File: src/hdl/assert_macros.svh
// ---------------------------------------------------------------------------
// assert_macros.svh
// Assertion macros used by the top level of the nearest point table search unit.
// ---------------------------------------------------------------------------
`ifndef ASSERT_MACROS_SVH
`define ASSERT_MACROS_SVH

`ifndef ASSERT_OFF

// Implication or plain property, checked on every rising clock edge.
`define ASSERT_PROP(lbl, clk, rst, prop, msg) \
   lbl: assert property (@(posedge clk) disable iff (rst) (prop)) else $error(msg);

// Condition that must never be true.
`define ASSERT_NEVER(lbl, clk, rst, expr, msg) \
   lbl: assert property (@(posedge clk) disable iff (rst) !(expr)) else $error(msg);

`else

`define ASSERT_PROP(lbl, clk, rst, prop, msg)
`define ASSERT_NEVER(lbl, clk, rst, expr, msg)

`endif

`endif

File: src/hdl/npts_ram.sv
// ---------------------------------------------------------------------------
// npts_ram
// Generic single-port-write, single-port-read RAM with registered read data.
// ---------------------------------------------------------------------------
module npts_ram #(
   parameter int WIDTH = 8,
   parameter int DEPTH = 16
) (
   input  logic                     clock,
   input  logic                     wr_en,
   input  logic [$clog2(DEPTH)-1:0] wr_addr,
   input  logic [WIDTH-1:0]         wr_data,
   input  logic                     rd_en,
   input  logic [$clog2(DEPTH)-1:0] rd_addr,
   output logic [WIDTH-1:0]         rd_data
);

   logic [WIDTH-1:0] mem_ff [DEPTH];
   logic [WIDTH-1:0] rd_data_ff;

   // Write port
   always_ff @(posedge clock) begin
      if (wr_en) begin
         mem_ff[wr_addr] <= wr_data;
      end
   end

   // Read port, data held while no read is issued
   always_ff @(posedge clock) begin
      if (rd_en) begin
         rd_data_ff <= mem_ff[rd_addr];
      end
   end

   assign rd_data = rd_data_ff;

endmodule

File: config.mk
export PLATFORM = sky130hd
export DESIGN_NAME = npts_ram
export DESIGN_NICKNAME = d
export VERILOG_FILES = /design/src/hdl/assert_macros.svh /design/src/hdl/npts_ram.sv
export SDC_FILE = /design/constraint.sdc
export NUM_CORES = 1
export LEC_CHECK = 0
export BUFFER_PORTS_ARGS = -buffer_cell sky130_fd_sc_hd__buf_2
export CORE_MARGIN = 5
export CORE_UTILIZATION = 35
export DETAILED_ROUTE_END_ITERATION = 10
export HOLD_SLACK_MARGIN = 0.06
export PLACE_DENSITY_LB_ADDON = 0.2
export SETUP_SLACK_MARGIN = 0.05
export SYNTH_ARGS = -nofsm -noshare
export SYNTH_HDL_FRONTEND = slang
export SYNTH_SLANG_ARGS = --single-unit
File: constraint.sdc
create_clock -name clock -period 2.3 [get_ports clock]
set_input_delay 0.23 -clock clock [delete_from_list [all_inputs] [get_ports clock]]
set_output_delay 0.23 -clock clock [all_outputs]
set_load 0.01 [all_outputs]
==> results_dict.tcl <==
set metrics [dict create \
    crit_fanout 27 \
    gr-total-overflow 0 \
    cap_violations 0 \
    hold_violations 0 \
    layout_common_cells "edfxtp_1 (136), buf_2 (26), mux4_2 (18), buf_4 (18), clkbuf_16 (17)" \
    hp-class "in2reg" \
    seq_area_sq_um 4084 \
    critPathRequiredTime_ns 2.46 \
    synth_seq_cells 136 \
    wl_per_cell_microns 21.88 \
    viasPerCell 5.025 \
    worst_pin_slew_ns 0.3910 \
    stdcell_count 481 \
    die_area_sq_um 17480 \
    ant_nets 0 \
    gp_congestion 0.7008 \
    endpoint_kind "flop" \
    setup_tns_ns 0 \
    yosysTopAreaCell "edfxtp_1" \
    top_usage_layer "met2" \
    cts_sinks 136 \
    cts_buffers 17 \
    core_sq_um 14590 \
    cts_htree_levels 4 \
    outcome "completed" \
    die_width_microns 132.2 \
    root_buffer "clkbuf_16" \
    design_area_sq_um 6221 \
    synth-seq-area-share_pct 78.12 \
    syn-cell-area_sq_um 5228 \
    yosys_warnings 0 \
    dr.pass1.iters 4 \
    post_cts_buffers 0 \
    cts-resized-gates 0 \
    critical_path.startpoint_type "input pin" \
    clk_latency_ns 0.41 \
    use_met2_pct 19.06 \
    num_rows 44 \
    synth_top_area_share_pct 78.12 \
    dpl.hpwl_microns 6766 \
    fin_crit_sh_pct 66.64 \
    leakage_nw 2.092 \
    pre_cts_ws_ns 0.2962 \
    met3_usage_pct 4.733 \
    post-route-drc-count 0 \
    vias 2417 \
    layout_commonest_cell "edfxtp_1" \
    grt.total_usage_pct 12.68 \
    p_total_mw 5.549 \
    drtIter0Drc 237 \
    portBuffers 26 \
    drt-total-wl_microns 10530 \
    finalMaxSlewViolations 0 \
    multiInputGateArea_sq_um 1057 \
    worstPathArrival_ns 1.69 \
    fillers 1261 \
    postPlaceCellArea_sq_um 5677 \
    final_nets 303 \
    drive_above_1_share_pct 30.30 \
    dp.cells 449 \
    cts-hold-fix-buffers 0 \
    post-route-min-period_ns 1.533 \
    ir_drop_v 0.0004782 \
    fmax_mhz 652.5 \
    die_y_microns 132.2 \
    rsz0062_at_grt "no" \
    antenna_found_initial 0 \
    clock_skew_ns 0.01009 \
    setup_viol 0 \
    slew_headroom_pct 73.93 \
    start_util_pct 35.83 \
    use_met1_pct 17.30 \
    grt_max_degree 28 \
    num_io_pins 27 \
    netlist_top_cells_area "edfxtp_1 (78%), mux4_2 (7.8%), mux4_1 (7.0%), a22oi_1 (2.3%), nor2_1 (0.93%)" \
    syn_to_final_growth_pct 19.00 \
    setup_ws_ns 0.7673 \
    synth_nets 248 \
    clkTransAtPathRegs_ns 0.06 \
    crit_type "in2reg" \
    clk_path_buf_depth 2 \
    tritoncts "done" \
    antenna_cells 0 \
    first_global_vias 2665 \
    synthCells 229 \
    grt_pass1_wl_microns 15950 \
    synth.distinct_cells 18 \
    avgSynthCellArea_sq_um 22.83 \
    power_density_nw_per_um2 892.0 \
]
[layout make-up]
cell class | instances | area share, %
sequential | 136 | 65.65
multi-input combinational | 83 | 17.00
clock buffer | 19 | 6.959
timing repair buffer | 46 | 4.907
tap | 184 | 3.701
clock inverter | 13 | 1.790
[final timing paths]
path                                    start    endpoint  slack [ns]  cells after the start
worst max register to register   mem_ff[1][3]  rd_data[3]        0.77                      3
worst max-delay path               rd_addr[0]  rd_data[1]        0.77                      5
worst min register to register  mem_ff[15][1]  rd_data[1]        0.75                      3
worst min-delay path                    rd_en  rd_data[1]        0.19                      1
[synth_stat cells, drive strengths merged]
master	instances
clkdlybuf4s25	3
a22oi	16
mux4	32
nand3b	2
and2	1
or3b	1
nand2	9
nor2	13
and2b	1
edfxtp	136
nand2b	2
nor3	4
buf	7
nand3	1
nor2b	1
[where the power goes]
| part | switching (mW) | internal [mW] |
|---|---|---|
| registers | 0.0146 | 2.79 |
| clock network | 0.918 | 1.56 |
| logic | 0.151 | 0.110 |
[cells by family after synthesis]
group	share of synthesized area [%]
AO/OA/AOI/OAI	2.298
buffers and inverters	1.651
flip-flops	78.12
multiplexers	14.79
AND/OR/NAND/NOR	3.136
[sequential cells by signal, summed over array words and instances, names as in the netlist]
| signal | flops |
|---|---|
| mem_ff | 128 |
| rd_data | 8 |
[layer usage]
metal  routed length, microns  vias up
li1                         -     1092
met1                     5006     1281
met2                     5108       38
met3                      313        6
met4                       97        0
met5                        0        -
[through the flow]
stage               hold WS [ns]  util, %
floorplan                 0.3289        -
global placement          0.6239    38.91
detailed placement        0.6227    38.91
CTS                       0.1821    42.64
global route              0.1829    42.64
finish                    0.1913    42.64
[worst max-delay path: stages]
cell and delay, ns:
buf_2 0.21, buf_12 0.27, mux4_1 0.60, a22oi_1 0.28, nand2_1 0.09
Note: power is estimated with default switching activity, not from simulation.
