--- src/hdl/assert_macros.svh ---
// ---------------------------------------------------------------------------
// assert_macros.svh
// Assertion macros used by the top level of the nearest point table search unit.
// ---------------------------------------------------------------------------
`ifndef ASSERT_MACROS_SVH
`define ASSERT_MACROS_SVH

`ifndef ASSERT_OFF

// Implication or plain property, checked on every rising clock edge.
`define ASSERT_PROP(lbl, clk, rst, prop, msg) \
   lbl: assert property (@(posedge clk) disable iff (rst) (prop)) else $error(msg);

// Condition that must never be true.
`define ASSERT_NEVER(lbl, clk, rst, expr, msg) \
   lbl: assert property (@(posedge clk) disable iff (rst) !(expr)) else $error(msg);

`else

`define ASSERT_PROP(lbl, clk, rst, prop, msg)
`define ASSERT_NEVER(lbl, clk, rst, expr, msg)

`endif

`endif

--- src/hdl/npts_pkg.sv ---
// ---------------------------------------------------------------------------
// npts_pkg
// Constants, codes and types of the nearest point table search unit.
// ---------------------------------------------------------------------------
package npts_pkg;

   // Table geometry
   localparam int MAX_POINTS   = 1024;
   localparam int MAX_JOINTS   = 6;
   localparam int INPUT_JOINTS = 6;
   localparam int ADDR_W       = $clog2(MAX_POINTS);
   localparam int CNT_W        = $clog2(MAX_POINTS + 1);

   // Field widths
   localparam int COORD_W   = 16;
   localparam int LINK_W    = 11;
   localparam int INDEX_W   = 10;
   localparam int DIST_W    = 35;
   localparam int SQ_W      = 32;
   localparam int OP_W      = 2;
   localparam int STATUS_W  = 2;
   localparam int JOINT_W   = 3;
   localparam int COORDS_W  = MAX_JOINTS * COORD_W;
   localparam int ROW_W     = COORDS_W + LINK_W;
   localparam int PAIR_CNT  = (MAX_JOINTS + 1) / 2;

   // Stream widths
   localparam int REQ_FIELDS_W = INPUT_JOINTS * COORD_W + LINK_W;
   localparam int REQ_DATA_W   = ((REQ_FIELDS_W + 7) / 8) * 8;
   localparam int RSP_FIELDS_W = INDEX_W + LINK_W + DIST_W + INPUT_JOINTS * COORD_W;
   localparam int RSP_DATA_W   = ((RSP_FIELDS_W + 7) / 8) * 8;

   // Configuration reset value
   localparam logic [JOINT_W-1:0] ACTIVE_RESET = JOINT_W'(6);

   // Operation codes
   localparam logic [OP_W-1:0] OP_ADD   = 2'd0;
   localparam logic [OP_W-1:0] OP_QUERY = 2'd1;
   localparam logic [OP_W-1:0] OP_CLEAR = 2'd2;

   // Status codes
   localparam logic [STATUS_W-1:0] STATUS_OK    = 2'd0;
   localparam logic [STATUS_W-1:0] STATUS_EMPTY = 2'd1;
   localparam logic [STATUS_W-1:0] STATUS_FULL  = 2'd2;

   // Sequencer states
   typedef enum logic [2:0] {
      ST_IDLE,
      ST_EXEC,
      ST_SCAN,
      ST_DRAIN,
      ST_FETCH,
      ST_REPLY
   } state_type;

   // Tag that travels with each point through the distance pipeline
   typedef struct packed {
      logic              valid;
      logic              last;
      logic [ADDR_W-1:0] idx;
   } scan_tag_type;

endpackage

--- src/hdl/npts_dist.sv ---
// ---------------------------------------------------------------------------
// npts_dist
// Three-stage squared distance pipeline: per-joint squares, pair sums, total.
// ---------------------------------------------------------------------------
module npts_dist import npts_pkg::*; (
   input  logic               clock,
   input  logic               reset,
   input  scan_tag_type       tag_in,
   input  logic [ROW_W-1:0]   row,
   input  logic [COORDS_W-1:0] query,
   input  logic [JOINT_W-1:0] used,
   output scan_tag_type       tag_out,
   output logic [DIST_W-1:0]  dist_sq
);

   scan_tag_type      tag1_ff, tag2_ff, tag3_ff;
   logic [SQ_W-1:0]   sq_in  [PAIR_CNT*2];
   logic [SQ_W-1:0]   sq_ff  [PAIR_CNT*2];
   logic [SQ_W:0]     pair_in [PAIR_CNT];
   logic [SQ_W:0]     pair_ff [PAIR_CNT];
   logic [DIST_W-1:0] sum_in;
   logic [DIST_W-1:0] sum_ff;

   // Square the difference of each active joint, zero the rest
   always_comb begin
      logic signed [COORD_W:0]     diff;
      logic signed [2*COORD_W+1:0] prod;
      for (int j = 0; j < PAIR_CNT * 2; j++) begin
         sq_in[j] = '0;
         if (j < MAX_JOINTS) begin
            diff = $signed({row[j*COORD_W + COORD_W - 1], row[j*COORD_W +: COORD_W]})
                 - $signed({query[j*COORD_W + COORD_W - 1], query[j*COORD_W +: COORD_W]});
            prod = diff * diff;
            if (JOINT_W'(j) < used) begin
               sq_in[j] = prod[SQ_W-1:0];
            end
         end
      end
   end

   // Add squares in pairs
   always_comb begin
      for (int p = 0; p < PAIR_CNT; p++) begin
         pair_in[p] = {1'b0, sq_ff[2*p]} + {1'b0, sq_ff[2*p+1]};
      end
   end

   // Add the pair sums
   always_comb begin
      sum_in = '0;
      for (int p = 0; p < PAIR_CNT; p++) begin
         sum_in = sum_in + DIST_W'(pair_ff[p]);
      end
   end

   // Advance tags
   always_ff @(posedge clock) begin
      if (reset) begin
         tag1_ff <= '0;
         tag2_ff <= '0;
         tag3_ff <= '0;
      end else begin
         tag1_ff <= tag_in;
         tag2_ff <= tag1_ff;
         tag3_ff <= tag2_ff;
      end
   end

   // Advance data
   always_ff @(posedge clock) begin
      sq_ff   <= sq_in;
      pair_ff <= pair_in;
      sum_ff  <= sum_in;
   end

   assign tag_out = tag3_ff;
   assign dist_sq = sum_ff;

endmodule

--- config.mk ---
export PLATFORM = sky130hd
export DESIGN_NAME = npts_dist
export DESIGN_NICKNAME = d
export VERILOG_FILES = /design/src/hdl/assert_macros.svh /design/src/hdl/npts_pkg.sv /design/src/hdl/npts_dist.sv
export SDC_FILE = /design/constraint.sdc
export NUM_CORES = 2
export LEC_CHECK = 0
export BUFFER_PORTS_ARGS = -buffer_cell sky130_fd_sc_hd__buf_2
export CORE_ASPECT_RATIO = 0.6
export CORE_UTILIZATION = 37
export CTS_CLUSTER_SIZE = 28
export DETAILED_ROUTE_END_ITERATION = 16
export HOLD_SLACK_MARGIN = 0.08
export PLACE_DENSITY = 0.53
export SYNTH_ARGS = -nofsm -noshare
export SYNTH_HDL_FRONTEND = slang
export SYNTH_SLANG_ARGS = --single-unit
--- constraint.sdc ---
create_clock -name clock -period 11.65 [get_ports clock]
set_input_delay 1.165 -clock clock [delete_from_list [all_inputs] [get_ports clock]]
set_output_delay 1.165 -clock clock [all_outputs]
set_load 0.05 [all_outputs]
==> summary.txt <==
Outcome
  – Outcome: finished clean

Detailed routing
  – Routed Antenna Nets: 0
  – Routed vias: 52200
  – DR pass1 iterations: 7
  – Routed vias/inst: 4.78
  – Post-Route WL: 197000 um
  – Iter 0 DRT Violations: 3047
  – Drt wl/cell: 18.0 um
  – Drc violations: 0

Global routing
  – GRT overflow: 0
  – Vias in the first global route: 56000
  – Largest net degree at the start of global routing: 37
  – Total GRT Usage: 20.4%
  – First-pass GRT wire length: 317000 um
  – Antenna violations before repair: 9

Floorplanning
  – Die width: 577 um
  – Die Ht: 347 um
  – Core Rows: 126
  – CORE AREA: 197000 um2
  – IO Pins: 267
  – Die area: 200000 um2
  – Starting Density: 37.3%

STA
  – Final worst slack: 1960 ps
  – Unrepaired setup endpoints after global routing: false
  – Worst clock skew: 34.6 ps
  – Slew @ Worst Pin: 1230 ps
  – Hold Fails Final Rpt: 0
  – Max Fclk: 0.103 GHz
  – Max-slew violations: 0
  – Tcrit/Tclk final: 83.2%
  – Slew margin rel.: 18.0%
  – Minimum clock period: 9690 ps
  – Final setup vio count: 0
  – Setup TNS: 0 ps

Job
  – Max_cap viols: 0

Critical path
  – CP bufs+invs: 7
  – Crit. Startpoint: query[49]
  – CP Class: input pin to flop
  – Slowest cell on the critical path: fa_1
  – Reg2reg start: pair_ff[6]
  – CP max FO: 11
  – CP Launch Type: input pin
  – CP required: 12140 ps
  – CP Capture Type: flop
  – CP arrival: 10180 ps
  – Max incr delay on CP: 550 ps
  – Family with the most delay on the worst path: adder cells

Placed design
  – Detail Placement HPWL: 171000 um
  – # port buffers: 255
  – Placed cell areas: 78200 um2
  – GP Congestion: 0.891
  – Pre-CTS setup slack: 1370 ps

Synth
  – Yosys top cell by area: fa_1
  – Top cells by area, synth: fa_1, ha_1, inv_1, dfxtp_1, nor2_1
  – Ys Warns: 0
  – Number of synthesized flops with an enable pin: 0
  – Sequential element share of the synthesized area: 9.71%
  – Simple-gate share of the synthesized area: 11.4%
  – Syn avg cell area: 9.15 um2
  – Yosys cell types: 108
  – Top_reg_cell synth: dfxtp_1
  – Compound-gate portion of the synthesized area: 7.31%
  – Top cell type's share of synthesized area: 43.2%
  – Synthesized-area fraction occupied by adder cells: 55.0%
  – Syn Nets: 10500
  – Syn Inst Count: 8021
  – Post-synthesis mux area share: 0.165%
  – Ys async rst share: 0%
  – Post-Synth XOR/XNOR Area: 4.68%
  – Post-synthesis cell area: 73400 um2
  – Largest family of logic cells by synthesized area: adder cells
  – Register bit total from synthesis: 356

Clock tree
  – CTS sink count: 356
  – Post CTS Setup Buffer Count: 0
  – Cts hold-fix bufs: 0
  – Clock Path Buffers: 3
  – Num CTS Buffers: 36
  – Post-CTS sizing: 0
  – Clock root buffer: clkbuf_16
  – CTS tree: yes
  – H-tree depth: 2
  – Clk slew on worst S/H paths: 60 ps
  – Skew-Pair Late Insertion Delay: 600 ps

Layout
  – Final instance area: 79500 um2
  – Area grow syn2layout: 8.31%
  – Nets: 10800
  – Share of cells above drive strength 1: 6.31%
  – Fillers: 19700

Worst hold path
  – Hold crit path type: flop to flop
  – Worst hold start: tag2_ff[10]
==> layout make-up <==
type	instances	area (um2)	share of cell area, %
clock inverter	20	285	0.359
inverter	2118	7950	10.0
timing repair buffer	366	2110	2.65
sequential	356	7130	8.97
clock buffer	44	1000	1.26
antenna	1	2.50	0.00315
tap	2624	3280	4.13
multi-input combinational	5380	57700	72.6
==> final timing paths <==
check           endpoint  slack, ps  cells past startpoint
max            sq_ff[92]       1960                     31
min          tag_out[10]        440                      1
max reg2reg  dist_sq[34]       7870                     12
min reg2reg  tag_out[10]        440                      1
==> per-layer routing <==
metal / track usage [%] / part of all wire [%] / routed length [um]
met1: 31.9 / 50 / 99200
met2: 28.6 / 39 / 77500
met3: 4.79 / 8.2 / 16100
met4: 3.64 / 2.0 / 3910
met5: 0 / 0.014 / 27
==> registers in the layout (all words and copies together) (netlist names) <==
| signal | cells |
|---|---|
| dist_sq | 35 |
| pair_ff | 99 |
| tag1_ff | 12 |
| sq_ff | 186 |
| tag2_ff | 12 |
| tag_out | 12 |
==> cell usage after synthesis, drive strengths merged (5+ instances only) <==
library cell and count:
a2111oi 13, a211o 11, a211oi 28, a21boi 23, a21o 97, a21oi 213
a221oi 7, a31oi 25, a41oi 6, and2 41, and3 32, and4 6
buf 17, clkbuf 150, clkinv 15, dfxtp 356, fa 1583, ha 693
inv 2103, mux2i 11, nand2 557, nand2b 76, nand3 39, nand4 15
nor2 859, nor2b 112, nor3 89, nor3b 14, nor4 5, o2111ai 9
o211ai 16, o21a 61, o21ai 164, o21bai 28, o22ai 5, o311a 6
o311ai 7, o31a 12, o31ai 24, or2 25, or3 20, xnor2 264
xor2 121
==> worst register-to-register path: cells and delay by family (launching register included) <==
kind	cells	cell delay, ps
AO/OA/AOI/OAI	9	2210
adder cells (fa/ha/maj)	2	810
flip-flops	1	340
AND/OR/NAND/NOR	1	280
==> layout by cell type, fill, tap and decap left out, types with 146 or more instances in the layout <==
cell and instances:
inv_1 2088, fa_1 1583, nor2_1 856, ha_1 693, nand2_1 557, dfxtp_1 356, xnor2_1 258, buf_2 255
a21oi_1 209, o21ai_0 146
==> stage by stage <==
step	cells	util (%)	hold WS (ps)
after detailed placement	10800	39.7	422
final	10900	40.4	436
after global placement	10800	39.7	417
after floorplan	8021	-	414
after CTS	10900	40.4	437
after global routing	10900	40.4	455
==> kinds of logic (layout without fill, tap and decap cells) <==
kind of cell,Yosys count,in the layout
buffers and inverters,2285,2548
adder cells (fa/ha/maj),2276,2276
AND/OR/NAND/NOR,1911,1911
AO/OA/AOI/OAI,794,794
XOR/XNOR,387,387
flip-flops,356,356
multiplexers,12,12
other,0,1
Power is not shown: default switching activity piles up to over one toggle a cycle in this logic, so the estimate is an artifact.
